==> src/rtl/sstk_ram.sv <==
module sstk_ram #(
  parameter int W  = 8,
  parameter int D  = 16,
  parameter int AW = $clog2(D)
) (
  input  logic          clk,
  input  logic          we,
  input  logic [AW-1:0] waddr,
  input  logic [W-1:0]  wdata,
  input  logic [AW-1:0] raddr,
  output logic [W-1:0]  rdata
);

  logic [W-1:0] mem [D];

  always_ff @(posedge clk) begin
    if (we) begin
      mem[waddr] <= wdata;
    end
    rdata <= mem[raddr];
  end

endmodule

==> config.mk <==
export PLATFORM = sky130hd
export DESIGN_NAME = sstk_ram
export DESIGN_NICKNAME = d
export VERILOG_FILES = /design/src/rtl/sstk_ram.sv
export SDC_FILE = /design/constraint.sdc
export NUM_CORES = 1
export LEC_CHECK = 0
export CAP_MARGIN = 25
export CORE_MARGIN = 4
export CORE_UTILIZATION = 35
export DETAILED_ROUTE_END_ITERATION = 8
export DONT_BUFFER_PORTS = 1
export PLACE_DENSITY = 0.45
export REMOVE_ABC_BUFFERS = 1
export SYNTH_ARGS = -nofsm -noshare
export SYNTH_HDL_FRONTEND = slang
export SYNTH_SLANG_ARGS = --single-unit
==> constraint.sdc <==
create_clock -name clk -period 2.5 [get_ports clk]
set_clock_uncertainty 0.05 [all_clocks]
set_input_delay 0.75 -clock clk [delete_from_list [all_inputs] [get_ports clk]]
set_output_delay 0.75 -clock clk [all_outputs]
set_load 0.01 [all_outputs]
# After elaboration in Yosys (flattened, before gate mapping)

Memory sizes are Yosys's and may differ from the RTL's. A register that Yosys moved wholly into a read port is not among the register bits.
Cells that the tools add are included.

Bits in registers: 0
Bits in writable memories: 128
Input port bits: 18
Memories kept: 1
Output and inout bits: 8
Bits in read-only memories: 0
Latch bits: 0
Logic and storage cells: 3

Memories:

| memory | depth | width | rd ports | clocked after Yosys merged registers in | wr ports | line | text |
|---|---|---|---|---|---|---|---|
| mem    | 16    | 8     | 1        | 1                                       | 1        | 14   | `logic [W-1:0] mem [D];` |

Div/mod/pow operators: 0
Add/sub/neg operators: 0
Order comparisons: 0
Reductions and logical operators: 0
Equality and inequality tests: 0
Bitwise gates (word level): 0
Multipliers: 0
Shift-type cells: 0
Muxes and demuxes: 2

Operators with widths:

| kind              | count |
|---|---|
| 1-bit two-way mux | 2 |

# Depth between registers and ports, before layout

Gate-level depths: netlist (run 1).

Depth after elaboration: 2
Depth in mapped cells: 5
Mapped depth without buffers: 3

# Least setup slack after synthesis (run 1)

No wires, ideal clock.

Kind: input-to-reg
Start point: input waddr[2]
End point: memory mem[0][0], enable pin
Stages: 2
Data arrival time: 1.860 ns
Path slack: 0.207 ns
Data required time: 2.067 ns
Library setup time: 0.383 ns
Buffers on the path: 0
Cells stage by stage: or3b_2 -> nor3_1

RTL lines:

| item               | line | text |
|---|---|---|
| start: declaration | 8    | `input logic [AW-1:0] waddr,` |
| end: declaration   | 14   |  |

No word-level cell before the write port.

# Final worst setup path (run 1)

Start point: register rdata[0], read port of mem
End point: output rdata[0]

RTL lines:

| item               | line | text |
|---|---|---|
| start: declaration | 11   | `output logic [W-1:0] rdata` |

No word-level cell between the ends.

==> flow_metrics.py, run 1 <==
metrics = {
    "outcome": {
        "status": "finished clean",
    },
    "route": {
        "wirelength_um": 10600,
        "wire_per_inst_um": 23.5,
        "dr.pass1.iters": 4,
        "drc": 0,
        "drtAntennaViolNets": 0,
        "vias": 2292,
        "routed_via_density": 5.06,
        "first_iter_violations": 196,
    },
    "clocking": {
        "cts_setup_buffers": 0,
        "cts_resized": 0,
        "root_buffer": "clkbuf_16",
        "clock_sinks": 136,
        "htreeDepth": 4,
        "insertion_delay_ps": 410,
        "cts.path.max_buffers": 2,
        "numCtsBuffers": 17,
        "cts_tree": "done",
        "cts_hold_buf": 0,
        "cts.clk_slew.worst_paths_ps": 50,
    },
    "global_route": {
        "antenna_found_initial": 0,
        "grt_usage_pct": 14.0,
        "first_global_vias": 2535,
        "grt_pass1_wl_um": 16000,
        "grt_overflow": 0,
        "grt_max_degree": 33,
    },
    "yosys": {
        "netlist_area_um2": 5150,
        "synth_common_cells": "edfxtp_1, mux4_2, a22oi_1, mux4_1, nor2_1",
        "synth_top_area_cell": "edfxtp_1",
        "synth_area_leaders": "edfxtp_1, mux4_2, mux4_1",
        "yosysSeqAreaShare_pct": 77.8,
        "yosys_warnings": 0,
        "ys.flop_type": "edfxtp_1",
        "syn-instance-count": 229,
        "synth_cell_types": 19,
        "async_reset_ff_share_pct": 0,
        "avgSynthCellArea_um2": 22.5,
        "synth_edf_count": 128,
        "ys_ff_latch": 136,
        "netlist.area_leader.share_pct": 74.7,
        "synth.most_common_cell": "edfxtp_1",
    },
    "timing": {
        "max_freq_mhz": 620,
        "relSlewSlack_pct": 70.2,
        "hold_viol_final": 0,
        "min_period_over_period_pct": 64.6,
        "finalCriticalPeriod_ps": 1610,
        "setup_viol": 0,
        "rsz0062_at_grt": "no",
        "tns_ps": 0,
        "slew_viol_final": 0,
        "tightest_slew_ps": 447,
    },
    "place": {
        "dp_hpwl_um": 6580,
        "post-place-cells": 421,
        "port-buffer-count": 0,
        "gp_congestion": 0.737,
        "dpl-instance-area_um2": 5430,
    },
    "pwr": {
        "p_sw_mw": 0.946,
        "combPwrFrac_pct": 2.8,
        "p_int_mw": 4.27,
        "clockPowerShare_pct": 47.9,
        "p_seq_share_pct": 49.4,
        "max-vdd-ir-drop_mv": 0.479,
        "leakagePower_nw": 1.98,
        "power_density_nw_per_um2": 867,
        "swShare_pct": 18.1,
    },
    "cells_and_area": {
        "layout.nets": 274,
        "drive_gt1_share_pct": 23.0,
        "syn2layout_area_growth_pct": 16.9,
        "design_area_um2": 6020,
        "stdcell_count": 453,
        "multi_input_area_um2": 1060,
        "area.sequential_um2": 4000,
        "n_fill_cell": 1295,
        "antenna_cells": 0,
    },
    "floorplanning": {
        "die_w_um": 129,
        "pin_count": 26,
        "core_region_area_um2": 14500,
        "initial_core_util_pct": 35.6,
        "dieArea_um2": 16700,
        "die_h_um": 129,
        "num_rows": 44,
    },
    "worst_hold_path": {
        "hp-start": "wdata[4]",
        "hp-class": "in2reg",
        "worstHoldPathCells": 0,
    },
    "worst_setup_path": {
        "critical_path_class": "reg2out",
        "critPathLaunchType": "flop",
        "critPathLaunch": "rdata[0]",
        "cp.arrival_ps": 810,
        "crit_path_end_kind": "output port",
        "crit_cells": 0,
        "r2r-start": "mem[10][4]",
        "cp_max_fo": 1,
        "rr_worst_depth": 3,
        "cp_data_required_time_ps": 1700,
    },
    "flow_run": {
        "cap_violations": 0,
    },
}
## stage by stage
| stage | power (mW) | hold slack (ps) | util (%) | setup slack (ps) |
|---|---|---|---|---|
| CTS | 5.29 | 361 | 41.6 | 862 |
| detailed placement | 2.77 | 633 | 37.5 | 513 |
| finish | 5.22 | 384 | 41.6 | 886 |
| global route | 5.41 | 353 | 41.6 | 853 |
| global placement | 2.77 | 617 | 37.5 | 533 |
| floorplan | 2.72 | 579 | - | 207 |
## metal layers
metal | vias up | track usage (%) | wire, um
li1 | 1030 | - | -
met1 | 1194 | 19.5 | 5040
met2 | 54 | 20.4 | 4890
met3 | 14 | 4.82 | 540
met4 | 0 | 5.37 | 163
met5 | - | 0 | 0
## layout by cell type, fill, tap and decap left out, types with 5 or more instances in the layout
cell,netlist,final
a22oi_1,16,16
buf_4,1,18
clkbuf_16,0,17
clkinv_1,0,5
dfxtp_1,8,8
edfxtp_1,128,128
mux4_1,14,14
mux4_2,18,18
nand2_1,9,9
nor2_1,13,13
## path summary, 6_finish.rpt
path	end	slack [ps]
hold reg to reg	rdata[2]	640
setup reg to reg	rdata[4]	1050
hold / removal	mem[11][4]	380
setup / recovery	rdata[0]	890
## cell families (layout without fill, tap and decap cells)
group	after synthesis	count (layout)	share of synthesized area [%]
compound gates	16	16	2.33
simple gates	35	35	3.18
buf+inv	10	50	1.68
mux	32	32	15.0
flops	136	136	77.8
## power groups by stage
stage / registers (mW) / clock network, mW / logic [mW]
3_5_place_dp: 2.62 / 0 / 0.147
5_1_grt: 2.58 / 2.68 / 0.156
6_report: 2.58 / 2.50 / 0.144
2_1_floorplan: 2.61 / 0 / 0.102
4_1_cts: 2.58 / 2.57 / 0.148
3_3_place_gp: 2.62 / 0 / 0.146
## area by class of cell
cell class,instances,area share (%)
clock buffers,19,7.19
clock inverters,13,2.64
multi-input cells,83,17.6
flip-flops and latches,136,66.5
well taps,184,3.83
repair buffers,18,2.25
## state kept, by name, summed over array words and instances (netlist names)
| signal | flops |
|---|---|
| mem | 128 |
| rdata | 8 |
## worst reg2reg max path: stages, from the launching register on
cell,delay [ps]
edfxtp_1,360
mux4_1,500
a22oi_1,330
nand2_1,90
Power figures use the tool's default switching activity.
==> inputs of run 2 (changes only) <==
--- a/config.mk
+++ b/config.mk
@@ -10,7 +10,7 @@
 export CORE_UTILIZATION = 35
 export DETAILED_ROUTE_END_ITERATION = 8
 export DONT_BUFFER_PORTS = 1
-export PLACE_DENSITY = 0.45
+export PLACE_DENSITY = 0.47
 export REMOVE_ABC_BUFFERS = 1
 export SYNTH_ARGS = -nofsm -noshare
 export SYNTH_HDL_FRONTEND = slang
==> constraint.sdc (replaced) <==
create_clock -name clk -period 1.31 [get_ports clk]
set_clock_uncertainty 0.05 [all_clocks]
set_input_delay 0.393 -clock clk [delete_from_list [all_inputs] [get_ports clk]]
set_output_delay 0.393 -clock clk [all_outputs]
set_load 0.01 [all_outputs]
==> run 2 against run 1 <==
  * First-iteration DRC count increased by 59%
  * Design area increased by 1.1%
  * Largest cell class unchanged
  * Setup slack got worse by 960 ps
  * Largest power group unchanged
  * Hold slack got worse by 350 ps
  * Critical endpoint is now rdata[6]
  * Global-route usage increased by 0.16 points
  * Critical path type is now reg2reg
  * Sequential power increased by 91%
  * Sequential share of layout area decreased by 0.70 points
  * The flow now finishes with violations (negative setup slack)
  * Final cell count increased by 2.6%
==> flow_metrics.py, run 2 (synthesized netlist as in run 1, its figures left out) <==
metrics = {
    "timing": {
        "relSlewSlack_pct": 42.7,
        "setup_slack_ps": -72.1,
        "min_period_over_period_pct": 106,
        "setup_viol": 7,
        "rsz0062_at_grt": "yes",
        "tns_ps": -233,
        "finalCriticalPeriod_ps": 1380,
        "tightest_slew_ps": 858,
        "hold_viol_final": 0,
        "max_freq_mhz": 724,
        "timing.hold.ws_ps": 30.8,
        "slew_viol_final": 0,
    },
    "place": {
        "gp_congestion": 0.688,
        "port-buffer-count": 0,
        "dp_hpwl_um": 6710,
        "dpl-instance-area_um2": 5430,
        "post-place-cells": 421,
        "place_ws_ps": -287,
    },
    "route": {
        "drtAntennaViolNets": 0,
        "drc": 0,
        "routed_via_density": 5.18,
        "wirelength_um": 11600,
        "dr.pass1.iters": 4,
        "vias": 2410,
        "first_iter_violations": 311,
        "wire_per_inst_um": 24.9,
    },
    "cells_and_area": {
        "n_fill_cell": 1269,
        "largest-register": "mem",
        "largestRegisters": "mem x128, rdata x8",
        "antenna_cells": 0,
        "syn2layout_area_growth_pct": 18.2,
        "design_area_um2": 6080,
        "final_common_cell": "edfxtp_1",
        "final_cell_mix": "edfxtp_1, mux4_2, buf_4",
        "fin_util_pct": 42.0,
        "layout.nets": 287,
        "drive_gt1_share_pct": 27.8,
        "largest_register_ffs": 128,
        "stdcell_count": 465,
    },
    "outcome": {
        "status": "finished, violations left",
        "violations": "negative setup slack",
    },
    "floorplanning": {
        "die_w_um": 129,
        "num_rows": 44,
        "die_h_um": 129,
        "dieArea_um2": 16700,
        "core_region_area_um2": 14500,
        "initial_core_util_pct": 35.6,
        "pin_count": 26,
    },
    "worst_setup_path": {
        "r2r_slack_ps": -70,
        "rr_worst_depth": 3,
        "crit_path_end_kind": "flop",
        "cp_max_fo": 1,
        "critical_path_class": "reg2reg",
        "crit_path_end": "rdata[6]",
        "critPathLaunch": "mem[3][6]",
        "r2r_end": "rdata[6]",
        "r2r-start": "mem[3][6]",
        "cp.arrival_ps": 1620,
        "critPathLaunchType": "flop",
        "cp_data_required_time_ps": 1540,
    },
    "clocking": {
        "numCtsBuffers": 17,
        "cts.path.max_buffers": 2,
        "cts_setup_buffers": 0,
        "htreeDepth": 4,
        "cts.clk_slew.worst_paths_ps": 50,
        "insertion_delay_ps": 410,
        "clock_sinks": 136,
        "root_buffer": "clkbuf_16",
        "cts_tree": "done",
    },
    "pwr": {
        "finalPower_mw": 9.52,
        "leakagePower_nw": 1.97,
        "max-vdd-ir-drop_mv": 0.859,
        "power_density_nw_per_um2": 1570,
    },
    "worst_hold_path": {
        "hp-class": "in2reg",
    },
    "global_route": {
        "first_global_vias": 2450,
        "grt_usage_pct": 14.2,
        "grt_overflow": 0,
        "grt_max_degree": 33,
        "antenna_found_initial": 0,
        "grt_pass1_wl_um": 16200,
    },
    "flow_run": {
        "cap_violations": 0,
    },
}
==> run 2: changes by cell type in the layout (fill, tap and decap cells not counted), moves of 2 or more <==
cell	delta
a22oi_1	-7
a22oi_2	+7
bufinv_16	-3
clkinv_1	-3
clkinv_2	+2
dlygate4sd3_1	+13
mux4_1	-8
mux4_2	+8
==> run 2: critical path, cell delays in order, from the launching register on <==
cell      delay, ps
edfxtp_1        360
mux4_2          530
a22oi_2         220
nand2_1          90
==> run 2: final cells by class <==
cell class	count	area [um2]	area share [%]
multi-input cells	83	1060	17.5
repair buffers	31	265	4.36
well taps	184	230	3.79
flip-flops and latches	136	4000	65.8
clock buffers	20	437	7.18
clock inverters	11	83.8	1.38
==> run 2: worst min-delay path by stage <==
| stage | from | endpoint | slack (ps) | depth (start not counted) |
|---|---|---|---|---|
| after floorplan | wdata[0] | mem[0][0] | 440 | 0 |
| after detailed placement | wdata[3] | mem[14][3] | 440 | 0 |
| after global placement | wdata[1] | mem[14][1] | 440 | 0 |
| after CTS | wdata[7] | mem[7][7] | 1 | 0 |
| after global routing | wdata[4] | mem[15][4] | 0.5 | 0 |
| final | wdata[0] | mem[10][0] | 30 | 0 |
==> run 2: what timing repair did <==
action,CTS,global route
hold buffers,0,13
hold endpoints to repair,0,81
gates resized for setup,15,0
pin swaps,9,1
setup endpoints to repair,8,8
==> run 2: per-layer routing <==
layer	vias up	part of all wire, %	GRT usage [%]
li1	1046	-	-
met1	1257	46	21.0
met2	101	44	19.2
met3	6	9.0	5.85
met4	0	0.52	4.08
met5	-	0	0
==> run 2: where the power goes <==
group	internal (mW)	leakage [nW]	switching [mW]
clock network	2.56	0.258	1.67
logic	0.185	0.490	0.185
registers	4.87	1.22	0.0488
==> inputs of run 3 (changes only) <==
--- a/config.mk
+++ b/config.mk
@@ -6,8 +6,10 @@
 export NUM_CORES = 1
 export LEC_CHECK = 0
 export CAP_MARGIN = 25
+export CORE_ASPECT_RATIO = 1.25
 export CORE_MARGIN = 4
 export CORE_UTILIZATION = 35
+export CTS_CLUSTER_DIAMETER = 80
 export DETAILED_ROUTE_END_ITERATION = 8
 export DONT_BUFFER_PORTS = 1
 export PLACE_DENSITY = 0.47
==> run 3 against run 2 <==
  * The run still ends with negative setup slack left
  * Register-to-register slack hardly changed
  * Design area is 1.0% lower
  * Routed wire length down 8.3%
  * Critical path type unchanged
  * Clock-buffer cell count up 1
  * Final cell count decreased by 3.2%
  * First-iteration DRC count down 55%
  * Sequential cell count unchanged
  * Die area about the same
  * Sequential power about the same
  * Non-clock buffer count shrank 10
==> flow_metrics.py, run 3 (synthesized netlist as in run 1, its figures left out) <==
metrics = {
    "clocking": {
        "cts.path.max_buffers": 2,
        "cts_tree": "done",
        "htreeDepth": 4,
        "insertion_delay_ps": 410,
        "clock_sinks": 136,
        "cts.clk_slew.worst_paths_ps": 60,
        "numCtsBuffers": 17,
        "root_buffer": "clkbuf_16",
    },
    "floorplanning": {
        "num_rows": 49,
        "initial_core_util_pct": 35.7,
        "pin_count": 26,
        "die_h_um": 144,
        "dieArea_um2": 16700,
        "die_w_um": 116,
        "core_region_area_um2": 14400,
    },
    "place": {
        "dpl-instance-area_um2": 5440,
        "port-buffer-count": 0,
        "gp_congestion": 0.760,
        "post-place-cells": 418,
        "dp_hpwl_um": 6710,
        "place_ws_ps": -294,
    },
    "cells_and_area": {
        "largest_register_ffs": 128,
        "largest-register": "mem",
        "multi_input_area_um2": 1060,
        "largestRegisters": "mem x128, rdata x8",
        "antenna_cells": 0,
        "fin_util_pct": 41.8,
        "design_area_um2": 6020,
        "final_common_cell": "edfxtp_1",
        "stdcell_count": 450,
        "layout.nets": 277,
        "area.sequential_um2": 4000,
        "n_fill_cell": 1256,
        "final_cell_mix": "edfxtp_1, mux4_2, buf_4",
        "syn2layout_area_growth_pct": 17.0,
        "drive_gt1_share_pct": 32.7,
    },
    "timing": {
        "finalCriticalPeriod_ps": 1390,
        "setup_slack_ps": -78.0,
        "hold_viol_final": 0,
        "relSlewSlack_pct": 39.2,
        "tns_ps": -201,
        "tightest_slew_ps": 909,
        "max_freq_mhz": 720,
        "min_period_over_period_pct": 106,
        "rsz0062_at_grt": "yes",
        "slew_viol_final": 0,
        "setup_viol": 6,
        "timing.hold.ws_ps": 28.6,
    },
    "global_route": {
        "grt_usage_pct": 14.1,
        "grt_max_degree": 33,
        "antenna_found_initial": 0,
        "grt_overflow": 0,
        "first_global_vias": 2528,
        "grt_pass1_wl_um": 16100,
    },
    "flow_run": {
        "cap_violations": 0,
    },
    "worst_setup_path": {
        "critPathLaunch": "mem[1][0]",
        "r2r_slack_ps": -80,
        "rr_worst_depth": 3,
        "crit_path_end": "rdata[0]",
        "cp_data_required_time_ps": 1540,
        "critPathLaunchType": "flop",
        "crit_path_end_kind": "flop",
        "cp.arrival_ps": 1620,
        "r2r_end": "rdata[0]",
        "cp_max_fo": 1,
        "r2r-start": "mem[1][0]",
        "critical_path_class": "reg2reg",
    },
    "route": {
        "vias": 2321,
        "first_iter_violations": 140,
        "wirelength_um": 10600,
        "dr.pass1.iters": 4,
        "routed_via_density": 5.16,
        "drc": 0,
        "wire_per_inst_um": 23.6,
        "drtAntennaViolNets": 0,
    },
    "pwr": {
        "power_density_nw_per_um2": 1630,
        "max-vdd-ir-drop_mv": 0.769,
        "finalPower_mw": 9.82,
        "leakagePower_nw": 1.95,
    },
    "worst_hold_path": {
        "hp-class": "in2reg",
        "hp-start": "wdata[1]",
    },
    "outcome": {
        "status": "finished, violations left",
        "violations": "negative setup slack",
    },
}
-- run 3: how the worst min path moves through the flow --
stage | end | slack (ps) | cells after the start
3_3_place_gp | mem[3][1] | 440 | 0
3_5_place_dp | mem[3][1] | 440 | 0
6_report | mem[0][1] | 30 | 0
5_1_grt | mem[0][1] | 2 | 0
2_1_floorplan | mem[0][0] | 440 | 0
4_1_cts | mem[0][1] | 5 | 0
-- run 3: worst max-delay path, stage by stage, from the launching register on --
cell and delay, ps:
edfxtp_1 410, mux4_2 480, a22oi_2 210, nand2_1 110
-- run 3: routing by layer --
layer / routed length [um] / vias to the layer above / global-route usage [%]
met3: 617 / 12 / 5.22
li1: - / 1021 / -
met2: 5340 / 69 / 22.0
met5: 0 / - / 0
met1: 4480 / 1219 / 18.0
met4: 187 / 0 / 5.13
-- run 3: cell type report --
class	instances	area share, %
Tap cell	178	3.70
Multi-Input combinational cell	83	17.7
Clock inverter	11	2.20
Timing Repair Buffer	21	2.62
Sequential cell	136	66.5
Clock buffer	21	7.32
-- run 3: power breakdown --
part,internal [mW],switching [mW]
combinational,0.162,0.134
sequential,4.87,0.0466
clock,2.96,1.64
-- run 3: repair_timing --
item,CTS,global route
cloned,0,0
endpoints found under the hold margin,0,0
hold buffers,0,0
gates resized for setup,16,5
setup buffers,0,0
pin swaps,7,4
setup endpoints to repair,8,8
